==> config.mk <==
export PLATFORM = sky130hd
export DESIGN_NAME = safety_channel_frame_checker_core
export DESIGN_NICKNAME = d
export VERILOG_FILES = /design/src/scfc_pkg.sv /design/src/scfc_front.sv /design/src/scfc_queue.sv /design/src/scfc_back.sv /design/src/safety_channel_frame_checker_core.sv
export SDC_FILE = /design/constraint.sdc
export NUM_CORES = 1
export LEC_CHECK = 0
export BUFFER_PORTS_ARGS = -buffer_cell sky130_fd_sc_hd__buf_2
export CAP_MARGIN = 20
export CORE_UTILIZATION = 25
export DETAILED_ROUTE_END_ITERATION = 16
export SLEW_MARGIN = 20
export SYNTH_ARGS = -nofsm -noshare
export SYNTH_HDL_FRONTEND = slang
export SYNTH_SLANG_ARGS = --single-unit
==> constraint.sdc <==
create_clock -name i_clk -period 8.7 [get_ports i_clk]
set_clock_uncertainty 0.1 [all_clocks]
set_input_delay 1.74 -clock i_clk [delete_from_list [all_inputs] [get_ports i_clk]]
set_output_delay 1.74 -clock i_clk [all_outputs]
set_load 0.05 [all_outputs]
==> src/scfc_pkg.sv <==
`default_nettype none

package scfc_pkg;

    // Frame bytes beyond the payload: id (2), sequence (1), check (2)
    localparam int unsigned FRAME_OVERHEAD = 5;

    // Field widths
    localparam int unsigned LEN_W   = 16;
    localparam int unsigned ID_W    = 16;
    localparam int unsigned SEQ_W   = 8;
    localparam int unsigned CNT_W   = 32;
    localparam int unsigned CFG_W   = 32;
    localparam int unsigned CFG_IDX_W = 2;

    // Stream widths
    localparam int unsigned IN_DATA_W  = 64;
    localparam int unsigned IN_USER_W  = 8;
    localparam int unsigned OUT_DATA_W = 80;

    // Register reset values
    localparam logic [ID_W-1:0]  CONN_ID_RST  = '0;
    localparam logic [CNT_W-1:0] WD_LIMIT_RST = 32'd1000;
    localparam logic [LEN_W-1:0] RX_CAP_RST   = 16'd64;
    localparam logic [LEN_W-1:0] TX_CAP_RST   = 16'd64;

    // Default depth of the command queue between front and back
    localparam int unsigned QUEUE_DEPTH_DEF = 2;

    typedef enum logic [1:0] {
        OP_CHECK = 2'd0,
        OP_TICK  = 2'd1,
        OP_RESET = 2'd2,
        OP_BUILD = 2'd3
    } t_op;

    typedef enum logic [1:0] {
        ST_INIT   = 2'd0,
        ST_OK     = 2'd1,
        ST_FAILED = 2'd2
    } t_link;

    typedef enum logic [2:0] {
        ERR_NONE     = 3'd0,
        ERR_LENGTH   = 3'd1,
        ERR_CHECK    = 3'd2,
        ERR_ID       = 3'd3,
        ERR_SEQUENCE = 3'd4,
        ERR_TIMEOUT  = 3'd5
    } t_err;

    typedef enum logic [CFG_IDX_W-1:0] {
        CFG_CONN_ID  = 2'd0,
        CFG_WD_LIMIT = 2'd1,
        CFG_RX_CAP   = 2'd2,
        CFG_TX_CAP   = 2'd3
    } t_cfg_idx;

    // Classified request handed from front to back
    typedef struct packed {
        t_op              op;
        t_err             pre_err;   // first failing stateless check, or none
        logic [SEQ_W-1:0] fseq;
        logic [LEN_W-1:0] rx_plen;
        logic             build_ok;
        logic [LEN_W-1:0] built_len;
    } t_cmd;

endpackage

`default_nettype wire

==> src/scfc_front.sv <==
`default_nettype none

module scfc_front (
    input  wire                                  i_clk,
    input  wire                                  i_rst_n,
    input  wire                                  i_cfg_we,
    input  wire  [scfc_pkg::CFG_IDX_W-1:0]       i_cfg_index,
    input  wire  [scfc_pkg::CFG_W-1:0]           i_cfg_data,
    input  wire                                  i_valid,
    input  wire                                  i_ready,
    input  wire  [scfc_pkg::IN_DATA_W-1:0]       i_data,
    input  wire  [scfc_pkg::IN_USER_W-1:0]       i_user,
    output logic                                 o_push,
    output scfc_pkg::t_cmd                       o_cmd,
    output logic [scfc_pkg::CNT_W-1:0]           o_wd_limit
);

    logic [scfc_pkg::ID_W-1:0]  r_conn_id;
    logic [scfc_pkg::CNT_W-1:0] r_wd_limit;
    logic [scfc_pkg::LEN_W-1:0] r_rx_cap;
    logic [scfc_pkg::LEN_W-1:0] r_tx_cap;

    logic [scfc_pkg::LEN_W-1:0] w_flen;
    logic [scfc_pkg::ID_W-1:0]  w_fid;
    logic [scfc_pkg::SEQ_W-1:0] w_fseq;
    logic                       w_match;
    logic [scfc_pkg::LEN_W-1:0] w_plen;
    logic [scfc_pkg::LEN_W:0]   w_rx_plen_x;
    logic [scfc_pkg::LEN_W:0]   w_build_len_x;
    logic                       w_len_ok;

    // Write configuration registers
    always_ff @(posedge i_clk) begin
        if (!i_rst_n) begin
            r_conn_id  <= scfc_pkg::CONN_ID_RST;
            r_wd_limit <= scfc_pkg::WD_LIMIT_RST;
            r_rx_cap   <= scfc_pkg::RX_CAP_RST;
            r_tx_cap   <= scfc_pkg::TX_CAP_RST;
        end else if (i_cfg_we) begin
            unique case (scfc_pkg::t_cfg_idx'(i_cfg_index))
                scfc_pkg::CFG_CONN_ID:  r_conn_id  <= i_cfg_data[scfc_pkg::ID_W-1:0];
                scfc_pkg::CFG_WD_LIMIT: r_wd_limit <= i_cfg_data;
                scfc_pkg::CFG_RX_CAP:   r_rx_cap   <= i_cfg_data[scfc_pkg::LEN_W-1:0];
                scfc_pkg::CFG_TX_CAP:   r_tx_cap   <= i_cfg_data[scfc_pkg::LEN_W-1:0];
                default: ;
            endcase
        end
    end

    // Unpack the request
    assign w_flen  = i_data[15:0];
    assign w_fid   = i_data[31:16];
    assign w_fseq  = i_data[39:32];
    assign w_match = i_data[40];
    assign w_plen  = i_data[56:41];

    // Length checks on both the receive and the build side
    assign w_rx_plen_x   = {1'b0, w_flen} - (scfc_pkg::LEN_W+1)'(scfc_pkg::FRAME_OVERHEAD);
    assign w_build_len_x = {1'b0, w_plen} + (scfc_pkg::LEN_W+1)'(scfc_pkg::FRAME_OVERHEAD);
    assign w_len_ok      = (w_flen > scfc_pkg::LEN_W'(scfc_pkg::FRAME_OVERHEAD))
                           && (w_rx_plen_x <= {1'b0, r_rx_cap});

    // Classify: resolve every check that does not depend on channel state
    always_comb begin
        o_cmd.op        = scfc_pkg::t_op'(i_user[1:0]);
        o_cmd.fseq      = w_fseq;
        o_cmd.rx_plen   = w_rx_plen_x[scfc_pkg::LEN_W-1:0];
        o_cmd.build_ok  = (w_plen != '0) && (w_build_len_x <= {1'b0, r_tx_cap});
        o_cmd.built_len = w_build_len_x[scfc_pkg::LEN_W-1:0];
        if (!w_len_ok) begin
            o_cmd.pre_err = scfc_pkg::ERR_LENGTH;
        end else if (!w_match) begin
            o_cmd.pre_err = scfc_pkg::ERR_CHECK;
        end else if (w_fid != r_conn_id) begin
            o_cmd.pre_err = scfc_pkg::ERR_ID;
        end else begin
            o_cmd.pre_err = scfc_pkg::ERR_NONE;
        end
    end

    assign o_push     = i_valid & i_ready;
    assign o_wd_limit = r_wd_limit;

endmodule

`default_nettype wire

==> src/scfc_queue.sv <==
`default_nettype none

module scfc_queue #(
    parameter int unsigned DEPTH = scfc_pkg::QUEUE_DEPTH_DEF
) (
    input  wire                  i_clk,
    input  wire                  i_rst_n,
    input  wire                  i_push,
    input  wire scfc_pkg::t_cmd  i_cmd,
    input  wire                  i_pop,
    output scfc_pkg::t_cmd       o_cmd,
    output logic                 o_empty,
    output logic                 o_full
);

    localparam int unsigned PTR_W = (DEPTH > 1) ? $clog2(DEPTH) : 1;
    localparam int unsigned CNT_W = $clog2(DEPTH + 1);

    scfc_pkg::t_cmd   r_mem [DEPTH];
    logic [PTR_W-1:0] r_wr_ptr;
    logic [PTR_W-1:0] r_rd_ptr;
    logic [CNT_W-1:0] r_count;
    logic             w_do_push;
    logic             w_do_pop;

    assign o_empty   = (r_count == '0);
    assign o_full    = (r_count == CNT_W'(DEPTH));
    assign w_do_push = i_push & ~o_full;
    assign w_do_pop  = i_pop & ~o_empty;
    assign o_cmd     = r_mem[r_rd_ptr];

    // Store requests
    always_ff @(posedge i_clk) begin
        if (w_do_push) begin
            r_mem[r_wr_ptr] <= i_cmd;
        end
    end

    // Advance pointers and occupancy
    always_ff @(posedge i_clk) begin
        if (!i_rst_n) begin
            r_wr_ptr <= '0;
            r_rd_ptr <= '0;
            r_count  <= '0;
        end else begin
            if (w_do_push) begin
                r_wr_ptr <= (r_wr_ptr == PTR_W'(DEPTH - 1)) ? '0 : r_wr_ptr + 1'b1;
            end
            if (w_do_pop) begin
                r_rd_ptr <= (r_rd_ptr == PTR_W'(DEPTH - 1)) ? '0 : r_rd_ptr + 1'b1;
            end
            if (w_do_push && !w_do_pop) begin
                r_count <= r_count + 1'b1;
            end else if (w_do_pop && !w_do_push) begin
                r_count <= r_count - 1'b1;
            end
        end
    end

endmodule

`default_nettype wire

==> src/scfc_back.sv <==
`default_nettype none

module scfc_back (
    input  wire                                  i_clk,
    input  wire                                  i_rst_n,
    input  wire scfc_pkg::t_cmd                  i_cmd,
    input  wire                                  i_cmd_valid,
    output logic                                 o_pop,
    input  wire  [scfc_pkg::CNT_W-1:0]           i_wd_limit,
    output logic                                 o_valid,
    input  wire                                  i_ready,
    output logic [scfc_pkg::OUT_DATA_W-1:0]      o_data
);

    // Channel state
    scfc_pkg::t_link            r_link,     n_link;
    scfc_pkg::t_err             r_err,      n_err;
    logic [scfc_pkg::CNT_W-1:0] r_fail_cnt, n_fail_cnt;
    logic [scfc_pkg::CNT_W-1:0] r_wd_cnt,   n_wd_cnt;
    logic [scfc_pkg::SEQ_W-1:0] r_rx_seq,   n_rx_seq;
    logic                       r_armed,    n_armed;
    logic [scfc_pkg::SEQ_W-1:0] r_tx_seq,   n_tx_seq;
    logic [scfc_pkg::LEN_W-1:0] r_good_len, n_good_len;

    // Result register
    logic                       r_out_valid;
    logic [scfc_pkg::OUT_DATA_W-1:0] r_out_data, n_out_data;

    logic                       w_acc;
    logic [scfc_pkg::SEQ_W-1:0] w_seq_used;
    logic [scfc_pkg::LEN_W-1:0] w_blen;
    logic                       w_fail;
    scfc_pkg::t_err             w_fail_code;
    logic [scfc_pkg::CNT_W-1:0] w_wd_inc;

    // Take the next request when the result register is free or draining
    assign o_pop    = i_cmd_valid & (~r_out_valid | i_ready);
    assign w_wd_inc = r_wd_cnt + 1'b1;

    // Carry out the request against the channel state
    always_comb begin
        n_link      = r_link;
        n_err       = r_err;
        n_fail_cnt  = r_fail_cnt;
        n_wd_cnt    = r_wd_cnt;
        n_rx_seq    = r_rx_seq;
        n_armed     = r_armed;
        n_tx_seq    = r_tx_seq;
        n_good_len  = r_good_len;
        w_acc       = 1'b0;
        w_seq_used  = '0;
        w_blen      = '0;
        w_fail      = 1'b0;
        w_fail_code = scfc_pkg::ERR_NONE;

        unique case (i_cmd.op)
            scfc_pkg::OP_CHECK: begin
                // Refuse silently while failed
                if (r_link != scfc_pkg::ST_FAILED) begin
                    if (i_cmd.pre_err != scfc_pkg::ERR_NONE) begin
                        w_fail      = 1'b1;
                        w_fail_code = i_cmd.pre_err;
                    end else if (r_armed && (i_cmd.fseq != r_rx_seq + 1'b1)) begin
                        w_fail      = 1'b1;
                        w_fail_code = scfc_pkg::ERR_SEQUENCE;
                    end else begin
                        w_acc      = 1'b1;
                        n_good_len = i_cmd.rx_plen;
                        n_rx_seq   = i_cmd.fseq;
                        n_armed    = 1'b1;
                        n_wd_cnt   = '0;
                        n_link     = scfc_pkg::ST_OK;
                        n_err      = scfc_pkg::ERR_NONE;
                    end
                end
            end
            scfc_pkg::OP_TICK: begin
                // Count toward the limit and stop there
                if (r_wd_cnt < i_wd_limit) begin
                    n_wd_cnt = w_wd_inc;
                    if (w_wd_inc >= i_wd_limit) begin
                        w_fail      = 1'b1;
                        w_fail_code = scfc_pkg::ERR_TIMEOUT;
                    end
                end
            end
            scfc_pkg::OP_RESET: begin
                n_link     = scfc_pkg::ST_INIT;
                n_err      = scfc_pkg::ERR_NONE;
                n_wd_cnt   = '0;
                n_armed    = 1'b0;
                n_good_len = '0;
            end
            scfc_pkg::OP_BUILD: begin
                if (i_cmd.build_ok) begin
                    w_acc      = 1'b1;
                    w_seq_used = r_tx_seq;
                    w_blen     = i_cmd.built_len;
                    n_tx_seq   = r_tx_seq + 1'b1;
                end
            end
            default: ;
        endcase

        // Fail the channel and bump the saturating error count
        if (w_fail) begin
            n_link = scfc_pkg::ST_FAILED;
            n_err  = w_fail_code;
            if (r_fail_cnt != '1) begin
                n_fail_cnt = r_fail_cnt + 1'b1;
            end
        end

        n_out_data = {2'b00, n_good_len, n_fail_cnt, n_err, n_link, w_blen, w_seq_used,
                      w_acc};
    end

    // Update state on each taken request
    always_ff @(posedge i_clk) begin
        if (!i_rst_n) begin
            r_link     <= scfc_pkg::ST_INIT;
            r_err      <= scfc_pkg::ERR_NONE;
            r_fail_cnt <= '0;
            r_wd_cnt   <= '0;
            r_rx_seq   <= '0;
            r_armed    <= 1'b0;
            r_tx_seq   <= '0;
            r_good_len <= '0;
        end else if (o_pop) begin
            r_link     <= n_link;
            r_err      <= n_err;
            r_fail_cnt <= n_fail_cnt;
            r_wd_cnt   <= n_wd_cnt;
            r_rx_seq   <= n_rx_seq;
            r_armed    <= n_armed;
            r_tx_seq   <= n_tx_seq;
            r_good_len <= n_good_len;
        end
    end

    // Hold the result until taken
    always_ff @(posedge i_clk) begin
        if (!i_rst_n) begin
            r_out_valid <= 1'b0;
        end else if (o_pop) begin
            r_out_valid <= 1'b1;
        end else if (i_ready) begin
            r_out_valid <= 1'b0;
        end
    end

    always_ff @(posedge i_clk) begin
        if (o_pop) begin
            r_out_data <= n_out_data;
        end
    end

    assign o_valid = r_out_valid;
    assign o_data  = r_out_data;

endmodule

`default_nettype wire

==> src/safety_channel_frame_checker_core.sv <==
`default_nettype none

// Channel   Dir  Handshake                     Contents
// s_axis    in   s_axis_tvalid/s_axis_tready   one event request
// m_axis    out  m_axis_tvalid/m_axis_tready   one result per request
// cfg       in   i_cfg_we (no wait)            register index and data
//
// One request per cycle sustained while m_axis_tready is high; the front
// classifies a taken request into the queue at the accepting edge, and the
// back, when the result register is free or draining, updates state and
// loads that register. The back part holds the whole channel state, so each
// request resolves there. A stalled output fills the command queue, then
// drops s_axis_tready. Reset is synchronous, active low, and clears the state,
// the queue, the output valid and the configuration registers at once.

module safety_channel_frame_checker_core #(
    parameter int unsigned QUEUE_DEPTH = scfc_pkg::QUEUE_DEPTH_DEF
) (
    input  wire                                  i_clk,
    input  wire                                  i_rst_n,
    // Configuration
    input  wire                                  i_cfg_we,
    input  wire  [scfc_pkg::CFG_IDX_W-1:0]       i_cfg_index,
    input  wire  [scfc_pkg::CFG_W-1:0]           i_cfg_data,
    // Requests
    input  wire                                  s_axis_tvalid,
    output logic                                 s_axis_tready,
    // frame_length[15:0], frame_id[31:16], frame_sequence[39:32],
    // check_matches[40], payload_length[56:41], zero fill [63:57]
    input  wire  [scfc_pkg::IN_DATA_W-1:0]       s_axis_tdata,
    // opcode[1:0], zero fill [7:2]
    input  wire  [scfc_pkg::IN_USER_W-1:0]       s_axis_tuser,
    // Results
    output logic                                 m_axis_tvalid,
    input  wire                                  m_axis_tready,
    // accepted[0], tx_sequence_used[8:1], built_length[24:9],
    // channel_state[26:25], last_error[29:27], error_total[61:30],
    // stored_payload_length[77:62], zero fill [79:78]
    output logic [scfc_pkg::OUT_DATA_W-1:0]      m_axis_tdata
);

    logic                       w_push;
    logic                       w_pop;
    logic                       w_q_empty;
    logic                       w_q_full;
    scfc_pkg::t_cmd             w_cmd_in;
    scfc_pkg::t_cmd             w_cmd_out;
    logic [scfc_pkg::CNT_W-1:0] w_wd_limit;
    logic [scfc_pkg::OUT_DATA_W-1:0] w_res;

    assign s_axis_tready = ~w_q_full;

    scfc_front u_front (
        .i_clk       (i_clk),
        .i_rst_n     (i_rst_n),
        .i_cfg_we    (i_cfg_we),
        .i_cfg_index (i_cfg_index),
        .i_cfg_data  (i_cfg_data),
        .i_valid     (s_axis_tvalid),
        .i_ready     (s_axis_tready),
        .i_data      (s_axis_tdata),
        .i_user      (s_axis_tuser),
        .o_push      (w_push),
        .o_cmd       (w_cmd_in),
        .o_wd_limit  (w_wd_limit)
    );

    scfc_queue #(
        .DEPTH (QUEUE_DEPTH)
    ) u_queue (
        .i_clk   (i_clk),
        .i_rst_n (i_rst_n),
        .i_push  (w_push),
        .i_cmd   (w_cmd_in),
        .i_pop   (w_pop),
        .o_cmd   (w_cmd_out),
        .o_empty (w_q_empty),
        .o_full  (w_q_full)
    );

    scfc_back u_back (
        .i_clk       (i_clk),
        .i_rst_n     (i_rst_n),
        .i_cmd       (w_cmd_out),
        .i_cmd_valid (~w_q_empty),
        .o_pop       (w_pop),
        .i_wd_limit  (w_wd_limit),
        .o_valid     (m_axis_tvalid),
        .i_ready     (m_axis_tready),
        .o_data      (w_res)
    );

    assign m_axis_tdata = w_res;

endmodule

`default_nettype wire
# Word-level counts from Yosys, hierarchy flattened
# Memory sizes are Yosys's and may differ from the RTL's. A register that Yosys moved wholly into a read port is not among the register bits.
# Cells that the tools add are included.
[word_totals]
in_bits = 111
ram_bits = 92
latch_bits = 0
mem_count = 1
elab_cells = 139
romBits = 0
output_inout_bits = 82
register_bits = 265
[classes]
n_mul = 0
n_eq_ne = 15
n_div = 0
reduce_logical = 25
bitwise_logic = 10
order_cmp = 5
muxes = 55
shift = 0
addsub = 10
[mem_list]
columns = ["name", "depth", "width", "rd", "rd_clocked_by_memory_dff", "write_ports", "line_no", "text"]
rows = [
  ["u_queue.r_mem", 2, 46, 1, 1, 1, "scfc_queue.sv:19", "scfc_pkg::t_cmd r_mem [DEPTH];"],
]
[ops]
columns = ["op", "n"]
rows = [
  ["2-to-1 mux 32 bit", 6],
  ["one-hot mux 32 bit (3 select lines)", 1],
  ["adder 32 x 1 -> 32 bit (second input constant)", 2],
  ["2-to-1 mux 16 bit", 3],
  ["<= comparator 17 x 16 -> 1 bit", 2],
  ["2-to-1 mux 3 bit", 11],
  ["greater-or-equal comparator 32 bit", 1],
  ["< comparator 32 bit", 1],
  ["inequality test 32 bit (second input constant)", 1],
  ["one-hot mux 16 bit (2 select lines)", 1],
  ["2-to-1 mux 1 bit", 20],
  ["adder 16 x 3 -> 17 bit (second input constant)", 1],
  ["subtractor 16 x 3 -> 17 bit (second input constant)", 1],
  ["adder 8 x 1 -> 8 bit (second input constant)", 2],
  ["greater-than comparator 16 x 3 -> 1 bit (second input constant)", 1],
  ["inequality test 16 bit", 1],
  ["nonzero test 16 bit", 1],
  ["2-to-1 mux 2 bit", 7],
  ["one-hot mux 3 bit (2 select lines)", 2],
  ["equality test 2 bit (second input constant)", 5],
  ["AND reduction 2 bit", 5],
  ["AND reduction 5 bit", 2],
  ["inequality test 8 bit", 1],
  ["zero test 2 bit", 3],
  ["17 further kinds", 39],
]

# Logic depth before layout (Yosys ltp)
[depth]
word_depth = 8
ltp_mapped = 22

# Hierarchy
# Synthesis repeated with hierarchy kept, for this count alone.
[hier_totals]
hier_cells = 1792
area_unflattened_um2 = 18225.0
[by_module_without_submodules]
columns = ["module", "seq_area_each_um2", "area_per_inst_um2", "n_inst", "cells_each"]
rows = [
  ["scfc_back", 4404.2, 10027.1, 1, 1028],
  ["scfc_front", 1601.5, 4640.7, 1, 594],
  ["scfc_queue", 2862.7, 3549.7, 1, 168],
  ["safety_channel_frame_checker_core", 0.0, 7.5, 1, 2],
]

# Worst setup path before layout
# OpenSTA, ideal clock, no wires.
[synth_timing]
path_type = "input -> register"
startpoint = "input m_axis_tready"
endpoint = "register u_back.r_fail_cnt[13] (netlist name)"
setup_ps = 70
n_path_buf = 1
path_slack_ps = 3222
arrival_time_ps = 5307
stages = 7
path_cell_list = "nor2b_1 or2_2 inv_1 buf_1 nand3_1 or3_1 a21oi_1"
[synth_via]
elab_chain_cells = 2
[synth_rtl]
columns = ["element", "line_no", "text"]
rows = [
  ["start: declaration", "safety_channel_frame_checker_core.sv:35", "input wire m_axis_tready,"],
  ["OR 1 bit", "scfc_back.sv:37", "assign o_pop = i_cmd_valid & (~r_out_valid | i_ready);"],
  ["AND 1 bit", "scfc_back.sv:37", ""],
  ["via u_back.o_pop", "scfc_back.sv:8", "output logic o_pop,"],
  ["end signal: assignment", "scfc_back.sv:132", "r_fail_cnt <= n_fail_cnt;"],
  ["end: declaration", "scfc_back.sv:18", "logic [scfc_pkg::CNT_W-1:0] r_fail_cnt, n_fail_cnt;"],
]
# The timed path passes the listed nets, and every way through them passes these cells.
# A chain may end at the register's enable or synchronous reset.

# Worst setup path in the final report
[layout_timing]
startpoint = "register u_back.r_wd_cnt[0] (netlist name)"
endpoint = "register u_back.r_out_data (netlist bit u_back.o_data[52]), data pin"
[layout_via]
elab_chain_cells = 6
[layout_rtl]
columns = ["element", "line_no", "text"]
rows = [
  ["start: declaration", "scfc_back.sv:19", "logic [scfc_pkg::CNT_W-1:0] r_wd_cnt, n_wd_cnt;"],
  ["start signal: assignment", "scfc_back.sv:133", "r_wd_cnt <= n_wd_cnt;"],
  ["adder 32 x 1 -> 32 bit", "scfc_back.sv:38", "assign w_wd_inc = r_wd_cnt + 1'b1;"],
  ["greater-or-equal comparator 32 bit", "scfc_back.sv:81", "if (w_wd_inc >= i_wd_limit) begin"],
  ["2-to-1 mux 1 bit", "scfc_back.sv:81", ""],
  ["2-to-1 mux 1 bit *", "scfc_back.sv:79", "if (r_wd_cnt < i_wd_limit) begin"],
  ["one-hot mux 1 bit (2 select lines) *", "scfc_back.sv:56", "unique case (i_cmd.op)"],
  ["2-to-1 mux 32 bit *", "scfc_back.sv:106", "if (w_fail) begin"],
  ["via u_back.n_fail_cnt (one bit)", "scfc_back.sv:18", ""],
  ["end signal: assignment", "scfc_back.sv:154", "r_out_data <= n_out_data;"],
  ["end: declaration", "scfc_back.sv:27", "logic [scfc_pkg::OUT_DATA_W-1:0] r_out_data, n_out_data;"],
]
# Mark *: on every way through the listed nets, which the timed path passes. The rest lies on a longest branch.

==> Implementation_results.wiki <==
{| class="wikitable"
! Metric !! Value
|-
| Die height || 268.5 um
|-
| Via count || 13639
|-
| Post-placement cell count || 2839
|-
| Maximum clock rate || 161.2 MHz
|-
| Part of the power in the clock network || 32.3%
|-
| Crit path capture type || flip-flop
|-
| Top cells by area in the synthesized netlist || edfxtp_1 28%, dfxtp_1 21%, ha_1 7.8%
|-
| NumNets Final || 2167
|-
| Vias in the first global route || 13266
|-
| Die area || 72080 sq um
|-
| CP Data Arrival Time || 6.40 ns
|-
| Root Driver || clkbuf_16
|-
| Placeable core region || 70150 sq um
|-
| Htree depth || 2
|-
| DPL Wire Length || 33450 um
|-
| Run status || finished clean
|-
| Number of distinct library cell variants in the gate-level netlist after synthesis || 74
|-
| Setup repair after global routing missed its margin || no
|-
| Post-synthesis sequential area ratio || 49.62%
|-
| Sinks on the clock net || 356
|-
| Bufs on Longest Clock Path || 3
|-
| Top delay family on crit path || simple AND/OR/NAND/NOR gates
|-
| Post-cts sizing count || 0
|-
| Count of final max-slew check failures || 0
|-
| Area growth syn-to-layout || 18.18%
|-
| Post-Place Worst Slack || 2.486 ns
|-
| Switching part of the total || 36.77%
|-
| Remaining antenna violation count || 0
|-
| Worst path max stage delay || 0.72 ns
|-
| Layout cell share with drive strength beyond 1 || 15.45%
|-
| Static power due to leakage || 7.958 nW
|-
| Number of buffers inserted during clock tree synthesis || 43
|-
| Post-cts hold buffer count || 0
|-
| Initial Utilization || 25.31%
|-
| Path type of the worst setup path || reg -> reg
|-
| Min-Delay Path Class || reg -> reg
|-
| DR iter-0 viols || 768
|-
| Antenna violations before repair || 5
|-
| Required arrival time at the worst endpoint || 8.89 ns
|-
| Switching pwr || 2.002 mW
|-
| Worst slew slack as a fraction of its limit || 35.86%
|-
| Ys async rst share || 0%
|-
| Maxcap violations || 0
|-
| Count of endpoints failing setup in the final report || 0
|-
| Cell Int Power || 3.443 mW
|-
| Horizontal die dimension || 268.5 um
|-
| Most frequent cell after synthesis || nand2_1
|-
| Drt drc || 0
|-
| Gr ovfl total || 0
|-
| Final wirelength || 46320 um
|-
| Number of enable-type register cells in the synthesized netlist || 168
|-
| Clock transition at the registers of the reported paths || 0.06 ns
|-
| # port buffers || 177
|-
| Placer's final routability congestion estimate || 0.8286
|-
| Sequential share of power || 39.9%
|-
| Vias per inst || 4.669
|-
| Total count of hold-check failures in the final report || 0
|-
| Setup bufs post-CTS || 0
|-
| Maximum ir drop on the vdd rail || 0.1325 mV
|-
| Master of the slowest instance on the critical path || o21a_2
|-
| Warnings, synthesis || 0
|-
| First-pass GRT wire length || 71330 um
|-
| Placed standard-cell area || 19570 sq um
|-
| Critical-path maximum fanout || 43
|-
| Post-Synthesis Cell Area || 17750 sq um
|-
| Finished Layout Cells || 2921
|-
| Average routed wire per standard cell || 15.86 um
|-
| Number of detailed-routing iterations run before antenna repair || 5
|-
| Final min period || 6.204 ns
|-
| Maximum number of pins on one net before global-route repair || 81
|-
| Synthesis-stage register bit count || 356
|-
| Final worst-path cycle share || 71.31%
|-
| Combinational cell fraction of total power || 27.9%
|-
| Largest area contributor in the netlist || edfxtp_1
|-
| Worst setup SP type || flip-flop
|-
| Min setup slack post-route || 2.496 ns
|-
| Final instance area || 20980 sq um
|-
| CTS tree || done
|-
| Skew-Pair Late Insertion Delay || 0.56 ns
|-
| Top post-synthesis cells by count || 263 x nand2_1, 188 x dfxtp_1, 168 x edfxtp_1
|-
| Floorplan row count || 97
|-
| Transition at the pin with the smallest max-transition slack || 0.9621 ns
|-
| Mean Syn Cell Area || 9.918 sq um
|-
| Fraction of synthesized cell area taken by the top area cell type || 28.42%
|-
| All-Layer GR Usage || 12.51%
|-
| Number of top-level design ports || 193
|-
| Mapped Cells || 1790
|-
| Cells along the critical path || ha_1 -> nand3_2 -> or4_4 -> or4b_4 -> nand2b_4 -> or3_4 -> and2_1 -> or2_1 -> ha_1 -> a21o_1 -> a21o_1 -> a221oi_1 -> o31ai_1 -> o211ai_1 -> o21a_2 -> buf_4 -> mux2i_1 -> nand3_1
|-
| Sum of negative setup slack || 0 ns
|-
| Pwr Density || 259.6 nW/um^2
|-
| Ys flop type || dfxtp_1
|-
| Buf/Inv on CP || 1
|}
[stage by stage]
step / utilization [%] / hold slack (ns) / total power [mW]
global route: 29.90 / 0.3717 / 5.716
CTS: 29.87 / 0.3562 / 5.541
floorplan: - / 0.3322 / 3.340
finish: 29.91 / 0.3547 / 5.445
global placement: 27.90 / 0.3438 / 3.709
detailed placement: 27.90 / 0.3465 / 3.746
[sequential cells by signal, summed over array words and instances (netlist names), named ones only]
register and cells:
u_back.r_armed 1, u_front.r_rx_cap 16, u_queue.r_mem 90, u_back.o_data 78
u_front.r_conn_id 16, u_back.r_err 3, u_queue.r_wr_ptr 1, u_back.r_good_len 16
u_front.r_tx_cap 16, u_back.r_tx_seq 8, u_front.o_wd_limit 32, u_queue.r_count 2
u_queue.r_rd_ptr 1, u_back.r_rx_seq 8, u_back.r_fail_cnt 32, u_back.r_wd_cnt 32
u_back.o_valid 1, u_back.r_link 2
[worst reg2reg max path: cells and delay by family (launching register included)]
kind / cells / cell delay (ns)
fa+ha+maj: 2 / 0.41
simple gates: 8 / 2.46
buf+inv: 1 / 0.50
flops: 1 / 0.41
compound gates: 6 / 1.84
mux: 1 / 0.24
[worst paths after layout]
kind	from	end	slack, ns	cells after the start
worst max register to register	u_back.r_wd_cnt[0]	u_back.o_data[52]	2.50	18
worst min-delay path	u_front.o_wd_limit[1]	u_front.o_wd_limit[1]	0.35	2
worst min register to register	u_front.o_wd_limit[1]	u_front.o_wd_limit[1]	0.35	2
worst max-delay path	u_back.r_wd_cnt[0]	u_back.o_data[52]	2.50	18
[cell type report]
class,instances,area [sq um]
multi-input cells,1261,8257
clock buffers,55,1161
flip-flops and latches,356,8810
diodes,1,2.502
fillers,7305,49170
clock inverters,24,216.5
inverters,92,347.8
repair buffers,192,1010
well taps,940,1176
[routing by layer]
metal	part of all wire, %	track usage (%)	vias up
li1	-	-	6742
met1	45	16.10	6513
met2	46	20.53	295
met3	5.7	2.731	81
met4	2.7	4.453	8
met5	0.10	0	-
[power groups by stage]
stage	Sequential, mW	Combinational, mW	Clock [mW]
2_1_floorplan	2.78	0.557	0
3_3_place_gp	2.20	1.50	0
3_5_place_dp	2.21	1.54	0
4_1_cts	2.18	1.54	1.83
5_1_grt	2.20	1.63	1.89
6_report	2.17	1.52	1.76
[placed cells by master (no fill, tap or decap), drive strengths merged, types with 17 or more instances in the layout]
master and instances:
nand2 264, buf 192, dfxtp 188, edfxtp 168, a21oi 139, ha 110, nor2 93, inv 92
xor2 68, o21ai 67, clkbuf 55, mux2i 48, xnor2 47, nand3 46, nand4 37, nor3 36
o31ai 32, and3 32, or4 24, or2 19, nor4 17, o2bb2ai 17, or3 17, clkinv 17
[cells by family (layout without fill, tap and decap cells)]
kind of cell	count (synthesis)	in the layout	share of synthesized area (%)
other	1	3	0.02112
muxes	52	52	2.981
xor gates and xnor gates	115	115	5.758
buffers and inverters	174	363	4.003
AOI/OAI and AO/OA	348	348	12.40
DFF	356	356	49.62
adders and majority gates	110	110	7.752
and+or+nand+nor	634	634	17.47
(Power assumes the default switching activity.)
